File: src/hw/rtl/e2bcd_pkg.sv
package e2bcd_pkg;

  localparam int unsigned EpochW = 32;

  // Days: epoch / 86400 = (epoch >> 7) / 675, estimated by a reciprocal and corrected once.
  localparam int unsigned DayShift   = 35;
  localparam logic [25:0] DayRecip   = 26'd50903316;
  localparam logic [9:0]  DayDivLow  = 10'd675;

  // Reciprocal constants, exact over the value ranges they see.
  localparam int unsigned Div60Shift  = 23;
  localparam logic [17:0] Recip60     = 18'd139811;
  localparam int unsigned Div7Shift   = 19;
  localparam logic [16:0] Recip7      = 17'd74899;
  localparam int unsigned Div365Shift = 24;
  localparam logic [15:0] Recip365    = 16'd45965;
  localparam int unsigned Div153Shift = 20;
  localparam logic [12:0] Recip153    = 13'd6854;

  localparam logic [5:0]  SecsPerMin  = 6'd60;
  localparam logic [2:0]  DaysPerWeek = 3'd7;
  localparam logic [2:0]  ThursdayOff = 3'd4;

  // The day count is shifted to March-based eras; 1970 falls in era 4, 2000 opens era 5.
  localparam logic [17:0] DoeOffset   = 18'd135080;
  localparam logic [17:0] EraDays     = 18'd146097;
  localparam logic [17:0] CentDays    = 18'd36524;
  localparam logic [8:0]  YearDays    = 9'd365;
  localparam logic [11:0] Era4Year    = 12'd1600;
  localparam logic [11:0] Era5Year    = 12'd2000;
  localparam logic [11:0] YearLow     = 12'd2000;
  localparam logic [11:0] YearHigh    = 12'd2099;
  localparam logic [11:0] YearBase    = 12'd1900;
  localparam logic [3:0]  MonthJan    = 4'd10;

  // First day of each March-based month within the year.
  function automatic logic [8:0] month_start(input logic [3:0] mp);
    logic [8:0] s;
    unique case (mp)
      4'd0:    s = 9'd0;
      4'd1:    s = 9'd31;
      4'd2:    s = 9'd61;
      4'd3:    s = 9'd92;
      4'd4:    s = 9'd122;
      4'd5:    s = 9'd153;
      4'd6:    s = 9'd184;
      4'd7:    s = 9'd214;
      4'd8:    s = 9'd245;
      4'd9:    s = 9'd275;
      4'd10:   s = 9'd306;
      4'd11:   s = 9'd337;
      default: s = 9'd0;
    endcase
    return s;
  endfunction

  // Two BCD digits of a value below 100.
  function automatic logic [7:0] bcd2(input logic [6:0] v);
    logic [14:0] p;
    logic [3:0]  tens;
    logic [6:0]  ones;
    p    = 15'(v) * 15'd205;
    tens = p[14:11];
    ones = v - 7'(tens) * 7'd10;
    return {tens, ones[3:0]};
  endfunction

endpackage

File: src/hw/rtl/epoch_to_bcd_datetime.sv
// Throughput: one epoch word per cycle; busy stays low, a ten-stage pipeline of
// reciprocal multipliers holds up to ten words in flight.
// valid_o is high for exactly one cycle per word; the receiver cannot stall.
// Reset (rst_ni low, asynchronous) clears the valid bits, so words in flight are dropped.
module epoch_to_bcd_datetime (
  input  logic                             clk_i,
  input  logic                             rst_ni,
  input  logic                             start,
  output logic                             busy,
  input  logic [e2bcd_pkg::EpochW-1:0]     epoch_seconds_i,
  output logic                             valid_o,
  output logic [6:0]                       sec_bcd_o,
  output logic [6:0]                       min_bcd_o,
  output logic [5:0]                       hour_bcd_o,
  output logic [2:0]                       weekday_bcd_o,
  output logic [5:0]                       date_bcd_o,
  output logic [4:0]                       month_bcd_o,
  output logic [7:0]                       year_bcd_o,
  output logic                             year_out_of_range_o
);
  import e2bcd_pkg::*;

  localparam int unsigned Stages = 10;

  typedef struct packed {
    logic [5:0] ss;
    logic [5:0] mm;
    logic [4:0] hrs;
    logic [2:0] wd;
  } clock_t;

  typedef struct packed {
    logic [24:0] xh;
    logic [6:0]  low7;
    logic [15:0] qa;
  } s1_t;

  typedef struct packed {
    logic [10:0] r;
    logic [15:0] qa;
    logic [6:0]  low7;
  } s2_t;

  typedef struct packed {
    logic [15:0] days;
    logic [16:0] rem;
  } s3_t;

  typedef struct packed {
    logic [16:0] rem;
    logic [10:0] mt;
    logic [17:0] doe;
    logic        era5;
    logic [16:0] w1;
    logic [12:0] q7;
  } s4_t;

  typedef struct packed {
    logic [5:0]  ss;
    logic [10:0] mt;
    logic [4:0]  hrs;
    logic [2:0]  wd;
    logic [17:0] doe;
    logic [17:0] n;
    logic        era5;
  } s5_t;

  typedef struct packed {
    clock_t      clk;
    logic [17:0] doe;
    logic [8:0]  yoe;
    logic        era5;
  } s6_t;

  typedef struct packed {
    clock_t     clk;
    logic [8:0] doy;
    logic [8:0] yoe;
    logic       era5;
  } s7_t;

  typedef struct packed {
    clock_t     clk;
    logic [8:0] doy;
    logic [3:0] mp;
    logic [8:0] yoe;
    logic       era5;
  } s8_t;

  typedef struct packed {
    clock_t     clk;
    logic [4:0] day;
    logic [3:0] mon;
    logic [6:0] yy;
    logic       oor;
  } s9_t;

  typedef struct packed {
    logic [6:0] sec;
    logic [6:0] mins;
    logic [5:0] hour;
    logic [2:0] wday;
    logic [5:0] date;
    logic [4:0] month;
    logic [7:0] year;
    logic       oor;
  } s10_t;

  logic [Stages-1:0] vld_q, vld_d;
  s1_t  s1_q, s1_d;
  s2_t  s2_q, s2_d;
  s3_t  s3_q, s3_d;
  s4_t  s4_q, s4_d;
  s5_t  s5_q, s5_d;
  s6_t  s6_q, s6_d;
  s7_t  s7_q, s7_d;
  s8_t  s8_q, s8_d;
  s9_t  s9_q, s9_d;
  s10_t s10_q, s10_d;

  // Every stage advances each cycle, so a word is never refused.
  assign busy  = 1'b0;
  assign vld_d = {vld_q[Stages-2:0], start & ~busy};

  // Stage 1: day estimate from the upper 25 bits.
  logic [50:0] day_prod;
  always_comb begin
    day_prod   = 51'(epoch_seconds_i[31:7]) * 51'(DayRecip);
    s1_d.xh    = epoch_seconds_i[31:7];
    s1_d.low7  = epoch_seconds_i[6:0];
    s1_d.qa    = day_prod[50:DayShift];
  end

  // Stage 2: remainder of the estimate, below twice the divisor.
  logic [25:0] back_prod;
  always_comb begin
    back_prod = 26'(s1_q.qa) * 26'(DayDivLow);
    s2_d.r    = 11'(26'(s1_q.xh) - back_prod);
    s2_d.qa   = s1_q.qa;
    s2_d.low7 = s1_q.low7;
  end

  // Stage 3: one correction step gives whole days and seconds of the day.
  logic       r_ge;
  logic [10:0] r_fix;
  always_comb begin
    r_ge      = s2_q.r >= 11'(DayDivLow);
    r_fix     = r_ge ? s2_q.r - 11'(DayDivLow) : s2_q.r;
    s3_d.days = s2_q.qa + 16'(r_ge);
    s3_d.rem  = {r_fix[9:0], s2_q.low7};
  end

  // Stage 4: minutes of the day, day of era, and the weekday quotient.
  logic [34:0] mt_prod;
  logic [17:0] shifted;
  logic [33:0] q7_prod;
  always_comb begin
    mt_prod   = 35'(s3_q.rem) * 35'(Recip60);
    shifted   = 18'(s3_q.days) + DoeOffset;
    q7_prod   = 34'(s3_q.days + 16'(ThursdayOff)) * 34'(Recip7);
    s4_d.rem  = s3_q.rem;
    s4_d.mt   = mt_prod[33:Div60Shift];
    s4_d.era5 = shifted >= EraDays;
    s4_d.doe  = (shifted >= EraDays) ? shifted - EraDays : shifted;
    s4_d.w1   = 17'(s3_q.days) + 17'(ThursdayOff);
    s4_d.q7   = q7_prod[31:Div7Shift];
  end

  // Stage 5: seconds, hours, weekday, and the leap-corrected day count of the era.
  logic [28:0] hr_prod;
  logic [31:0] q1460_prod;
  logic [2:0]  cent_cnt;
  logic        era_last;
  logic [16:0] wd_rem;
  always_comb begin
    hr_prod    = 29'(s4_q.mt) * 29'(Recip60);
    q1460_prod = 32'(s4_q.doe[17:2]) * 32'(Recip365);
    cent_cnt   = 3'(s4_q.doe >= CentDays) + 3'(s4_q.doe >= 18'd73048)
               + 3'(s4_q.doe >= 18'd109572) + 3'(s4_q.doe >= EraDays - 18'd1);
    era_last   = s4_q.doe == EraDays - 18'd1;
    wd_rem     = s4_q.w1 - 17'(s4_q.q7) * 17'(DaysPerWeek);
    s5_d.ss    = 6'(s4_q.rem - 17'(s4_q.mt) * 17'(SecsPerMin));
    s5_d.mt    = s4_q.mt;
    s5_d.hrs   = hr_prod[27:Div60Shift];
    s5_d.wd    = wd_rem[2:0] + 3'd1;
    s5_d.doe   = s4_q.doe;
    s5_d.n     = s4_q.doe - 18'(q1460_prod[31:Div365Shift]) + 18'(cent_cnt)
               - 18'(era_last);
    s5_d.era5  = s4_q.era5;
  end

  // Stage 6: minutes and year of era.
  logic [33:0] yoe_prod;
  always_comb begin
    yoe_prod     = 34'(s5_q.n) * 34'(Recip365);
    s6_d.clk.ss  = s5_q.ss;
    s6_d.clk.mm  = 6'(s5_q.mt - 11'(s5_q.hrs) * 11'(SecsPerMin));
    s6_d.clk.hrs = s5_q.hrs;
    s6_d.clk.wd  = s5_q.wd;
    s6_d.doe     = s5_q.doe;
    s6_d.yoe     = yoe_prod[32:Div365Shift];
    s6_d.era5    = s5_q.era5;
  end

  // Stage 7: day of the March-based year.
  logic [1:0]  c100;
  logic [17:0] year_base;
  logic [17:0] doy_full;
  always_comb begin
    c100      = 2'(s6_q.yoe >= 9'd100) + 2'(s6_q.yoe >= 9'd200) + 2'(s6_q.yoe >= 9'd300);
    year_base = 18'(s6_q.yoe) * 18'(YearDays) + 18'(s6_q.yoe[8:2]) - 18'(c100);
    doy_full  = s6_q.doe - year_base;
    s7_d.clk  = s6_q.clk;
    s7_d.doy  = doy_full[8:0];
    s7_d.yoe  = s6_q.yoe;
    s7_d.era5 = s6_q.era5;
  end

  // Stage 8: March-based month index.
  logic [11:0] mp_arg;
  logic [24:0] mp_prod;
  always_comb begin
    mp_arg    = 12'(s7_q.doy) * 12'd5 + 12'd2;
    mp_prod   = 25'(mp_arg) * 25'(Recip153);
    s8_d.clk  = s7_q.clk;
    s8_d.doy  = s7_q.doy;
    s8_d.mp   = mp_prod[23:Div153Shift];
    s8_d.yoe  = s7_q.yoe;
    s8_d.era5 = s7_q.era5;
  end

  // Stage 9: civil day, month, full year and its last two decimal digits.
  logic [8:0]  day_full;
  logic        jan_feb;
  logic [11:0] year_full;
  logic [11:0] y_rel;
  always_comb begin
    day_full  = s8_q.doy - month_start(s8_q.mp) + 9'd1;
    jan_feb   = s8_q.mp >= MonthJan;
    year_full = 12'(s8_q.yoe) + (s8_q.era5 ? Era5Year : Era4Year) + 12'(jan_feb);
    y_rel     = year_full - YearBase;
    s9_d.clk  = s8_q.clk;
    s9_d.day  = day_full[4:0];
    s9_d.mon  = jan_feb ? s8_q.mp - 4'd9 : s8_q.mp + 4'd3;
    s9_d.oor  = (year_full < YearLow) || (year_full > YearHigh);
    priority if (y_rel >= 12'd200) begin
      s9_d.yy = 7'(y_rel - 12'd200);
    end else if (y_rel >= 12'd100) begin
      s9_d.yy = 7'(y_rel - 12'd100);
    end else begin
      s9_d.yy = 7'(y_rel);
    end
  end

  // Stage 10: BCD packing into the output register.
  logic [7:0] sec_b, min_b, hour_b, date_b, month_b;
  always_comb begin
    sec_b       = bcd2(7'(s9_q.clk.ss));
    min_b       = bcd2(7'(s9_q.clk.mm));
    hour_b      = bcd2(7'(s9_q.clk.hrs));
    date_b      = bcd2(7'(s9_q.day));
    month_b     = bcd2(7'(s9_q.mon));
    s10_d.sec   = sec_b[6:0];
    s10_d.mins  = min_b[6:0];
    s10_d.hour  = hour_b[5:0];
    s10_d.wday  = s9_q.clk.wd;
    s10_d.date  = date_b[5:0];
    s10_d.month = month_b[4:0];
    s10_d.year  = bcd2(s9_q.yy);
    s10_d.oor   = s9_q.oor;
  end

  always_ff @(posedge clk_i or negedge rst_ni) begin
    if (!rst_ni) begin
      vld_q <= '0;
    end else begin
      vld_q <= vld_d;
    end
  end

  always_ff @(posedge clk_i) begin
    s1_q  <= s1_d;
    s2_q  <= s2_d;
    s3_q  <= s3_d;
    s4_q  <= s4_d;
    s5_q  <= s5_d;
    s6_q  <= s6_d;
    s7_q  <= s7_d;
    s8_q  <= s8_d;
    s9_q  <= s9_d;
    s10_q <= s10_d;
  end

  assign valid_o             = vld_q[Stages-1];
  assign sec_bcd_o           = s10_q.sec;
  assign min_bcd_o           = s10_q.mins;
  assign hour_bcd_o          = s10_q.hour;
  assign weekday_bcd_o       = s10_q.wday;
  assign date_bcd_o          = s10_q.date;
  assign month_bcd_o         = s10_q.month;
  assign year_bcd_o          = s10_q.year;
  assign year_out_of_range_o = s10_q.oor;

endmodule

File: config.mk
export PLATFORM = sky130hd
export DESIGN_NAME = epoch_to_bcd_datetime
export DESIGN_NICKNAME = d
export VERILOG_FILES = /design/src/hw/rtl/e2bcd_pkg.sv /design/src/hw/rtl/epoch_to_bcd_datetime.sv
export SDC_FILE = /design/constraint.sdc
export NUM_CORES = 2
export LEC_CHECK = 0
export ABC_AREA = 1
export BUFFER_PORTS_ARGS = -buffer_cell sky130_fd_sc_hd__buf_2
export CAP_MARGIN = 0
export CORE_MARGIN = 4
export CORE_UTILIZATION = 57
export CTS_BUF_LIST = sky130_fd_sc_hd__clkbuf_4 sky130_fd_sc_hd__clkbuf_8 sky130_fd_sc_hd__clkbuf_16
export DETAILED_ROUTE_END_ITERATION = 8
export GPL_TIMING_DRIVEN = 0
export PLACE_DENSITY_LB_ADDON = 0.12
export REMOVE_ABC_BUFFERS = 1
export SYNTH_ARGS = -nofsm -noshare
export SYNTH_HDL_FRONTEND = slang
export SYNTH_SLANG_ARGS = --single-unit
File: constraint.sdc
create_clock -name clk_i -period 11.6 [get_ports clk_i]
set_clock_uncertainty 0.05 [all_clocks]
set_input_delay 2.32 -clock clk_i [delete_from_list [all_inputs] [get_ports clk_i]]
set_output_delay 2.32 -clock clk_i [all_outputs]
set_load 0.02 [all_outputs]
==> results.sh <==
export IMPL_firstDrtPassIters=7
export IMPL_synth_xor_area_frac=0.0435
export IMPL_dieHeight_um=304
export IMPL_htreeDepth=2
export IMPL_finalNetCount=7333
export IMPL_register_area_mm2=0.00812
export IMPL_drt_iter0_drc=1218
export IMPL_numPortBuffers=78
export IMPL_dieWidth_um=304
export IMPL_num_vias=33788
export IMPL_synth_seq_area_share=0.163
export IMPL_vias_per_cell=5.08
export IMPL_path_class="register to register"
export IMPL_core_area_mm2=0.0868
export IMPL_die_area_mm2=0.0922
export IMPL_fillers=7609
export IMPL_synth_top_family_by_area="adder cells"
export IMPL_start_kind="register"
export IMPL_routed_wirelength_um=96800
export IMPL_final_max_slew_viol_count=0
export IMPL_wl_per_cell_um=14.6
export IMPL_num_io_pins=80
export IMPL_antenna_cells=0
export IMPL_rsz0062_at_grt="false"
export IMPL_antenna_found_initial=1
export IMPL_hold_buffers=0
export IMPL_yosys_warnings=0
export IMPL_synth_simple_area_share=0.0894
export IMPL_synth_compound_area_share=0.0605
export IMPL_final_cell_count_no_fill=6651
export IMPL_critPathMaxFanout=13
export IMPL_ys_flop_type="dfxtp_1"
export IMPL_crit_family="adder cells"
export IMPL_grt_pass1_vias=35227
export IMPL_clk_path_buf_depth=3
export IMPL_dp_cells=6568
export IMPL_areaGrowthSynthToFinish_pct=7.05
export IMPL_clk_latency_ns=0.60
export IMPL_grt_pass1_wl_um=168000
export IMPL_hold_class="register to register"
export IMPL_cts_resized=0
export IMPL_multi_input_area_mm2=0.0368
export IMPL_critical_path_buf_inv_count=6
export IMPL_netlist_instances=5340
export IMPL_relSlewSlack=0.277
export IMPL_synth_distinct_cells=59
export IMPL_drive_gt1_frac=0.0369
export IMPL_max_stage_delay_ns=0.80
export IMPL_fmax_mhz=106
export IMPL_fin_area_mm2=0.0533
export IMPL_crit_arrival_ns=9.86
export IMPL_numCtsBuffers=45
export IMPL_cap_violations=0
export IMPL_grt_start_max_net_pins=30
export IMPL_synthAdderAreaFrac=0.546
export IMPL_pre_cts_slack_ns=2.23
export IMPL_grt_ovfl_total=0
export IMPL_grtUsageTotal=0.221
export IMPL_ant_nets=0
export IMPL_synthMuxAreaShare=0.000226
export IMPL_cpMostUsedCell="fa_1"
export IMPL_root_buffer="clkbuf_16"
export IMPL_dp_hpwl_um=82800
export IMPL_cp_end_kind="register"
export IMPL_worstMarginPinSlew_ns=1.08
export IMPL_place_area_mm2=0.0516
export IMPL_post_cts_buffers=0
export IMPL_clock_sinks=403
export IMPL_synth_seq_cells=403
export IMPL_setup_slack_ns=2.18
export IMPL_drc=0
export IMPL_syn_avg_cell_area_um2=9.33
export IMPL_hold_viol=0
export IMPL_cts_tree="done"
export IMPL_finalSetupViolCount=0
export IMPL_tns_ns=0
export IMPL_outcome="complete, no violations"
export IMPL_syn_cell_area_mm2=0.0498
export IMPL_critPathRequiredTime_ns=12.04
export IMPL_start_util=0.574
export IMPL_fin_crit_ns=9.42
export IMPL_period_share=0.812
export IMPL_cts_clk_slew_worst_paths_ns=0.07
export IMPL_synthArstFlopShare=0.0248
export IMPL_synth_edf_count=0
export IMPL_gp_congestion=0.926
export IMPL_num_rows=108
export IMPL_critPathSlowestCell="dfxtp_1"
-- cells by family after synthesis --
family	Yosys count
multiplexers	1
buffers and inverters	1282
AND/OR/NAND/NOR	1048
adder cells (fa/ha/maj)	1838
XOR/XNOR	240
flip-flops	403
AO/OA/AOI/OAI	527
other	1
-- final timing paths --
| kind | from | end | slack [ns] | cells past startpoint |
|---|---|---|---|---|
| setup / recovery | s4_q[38] | s5_q[17] | 2.18 | 33 |
| hold / removal | s2_q[3] | s3_q[3] | 0.23 | 0 |
| setup reg to reg | s4_q[38] | s5_q[17] | 2.18 | 33 |
| hold reg to reg | s2_q[3] | s3_q[3] | 0.23 | 0 |
| max in group asynchronous | rst_ni | vld_q[5] | 9.81 | 1 |
| min in group asynchronous | rst_ni | vld_q[9] | 1.51 | 1 |
-- sequential cells by signal (all words and copies together), names as in the netlist, 7 cells and up, named ones only --
register and cells:
min_bcd_o 7, sec_bcd_o 7, s6_q 39, year_bcd_o 8, s9_q 33, s5_q 48, vld_q 10, s2_q 34
s3_q 33, s1_q 34, s7_q 39, s8_q 39, s4_q 42
-- layout by cell type, fill, tap and decap left out, drive strengths merged, types with 11 or more instances in the layout --
cell	n
buf	78
nor4	25
nand3	128
nor2	225
o21a	14
a31oi	31
ha	1278
inv	1283
a21o	22
nand4	47
a21boi	14
dfxtp	393
o21bai	17
xnor2	87
xor2	152
a21oi	236
fa	560
or2	15
nor3	37
o21ai	146
nand2	554
clkbuf	56
a211oi	11
-- metal layers --
| layer | wire length (µm) | track usage | up-vias |
|---|---|---|---|
| met3 | 2700 | 0.0210 | 144 |
| met4 | 2180 | 0.0499 | 2 |
| met1 | 45800 | 0.299 | 15967 |
| met2 | 46100 | 0.385 | 438 |
| li1 | - | - | 17237 |
| met5 | 13 | 0 | - |
-- stage by stage --
step | utilization | hold slack (ns)
finish | 0.614 | 0.231
global route | 0.614 | 0.231
CTS | 0.614 | 0.226
detailed placement | 0.595 | 0.262
global placement | 0.595 | 0.260
floorplan | - | 0.260
-- cell type report --
class                           instances  area share
Inverter                             1277      0.0899
Sequential cell                       403       0.152
Timing Repair Buffer                   78     0.00732
Tap cell                             1155      0.0271
Clock buffer                           56      0.0233
Multi-Input combinational cell       3655       0.691
Clock inverter                         27     0.00885
-- cells in the mapped netlist (2+ instances only) --
master     instances  area, µm²
ha_1            1278      16000
inv_1           1274       4780
fa_1             560      11200
nand2_1          550       2060
dfxtp_1          393       7870
a21oi_1          236       1180
nor2_1           221        830
xor2_1           148       1300
o21ai_0          138        691
nand3_1          127        636
xnor2_1           86        753
nand4_1           47        294
nor3_1            36        180
a31oi_1           31        194
nor4_1            25        156
a21o_1            22        165
o21bai_1          17        128
a21boi_0          14        105
o21a_1            14        105
or2_2             14       87.6
a211oi_1          11       82.6
dfrtp_1           10        250
nand3b_1          10       75.1
o211ai_1          10       75.1
o21ai_2            7       61.3
o31ai_1            6       45.0
o221ai_1           5       43.8
and3_1             3       18.8
inv_2              3       11.3
nand2_2            3       18.8
nor2_2             3       18.8
o2111ai_1          3       26.3
xor2_2             3       48.8
a221oi_1           2       17.5
a31o_2             2       17.5
a41oi_1            2       17.5
buf_6              2       22.5
o31a_1             2       17.5
or3_1              2       12.5
Power is not shown: default switching activity piles up to over one toggle a cycle in this logic, so the estimate is an artifact.
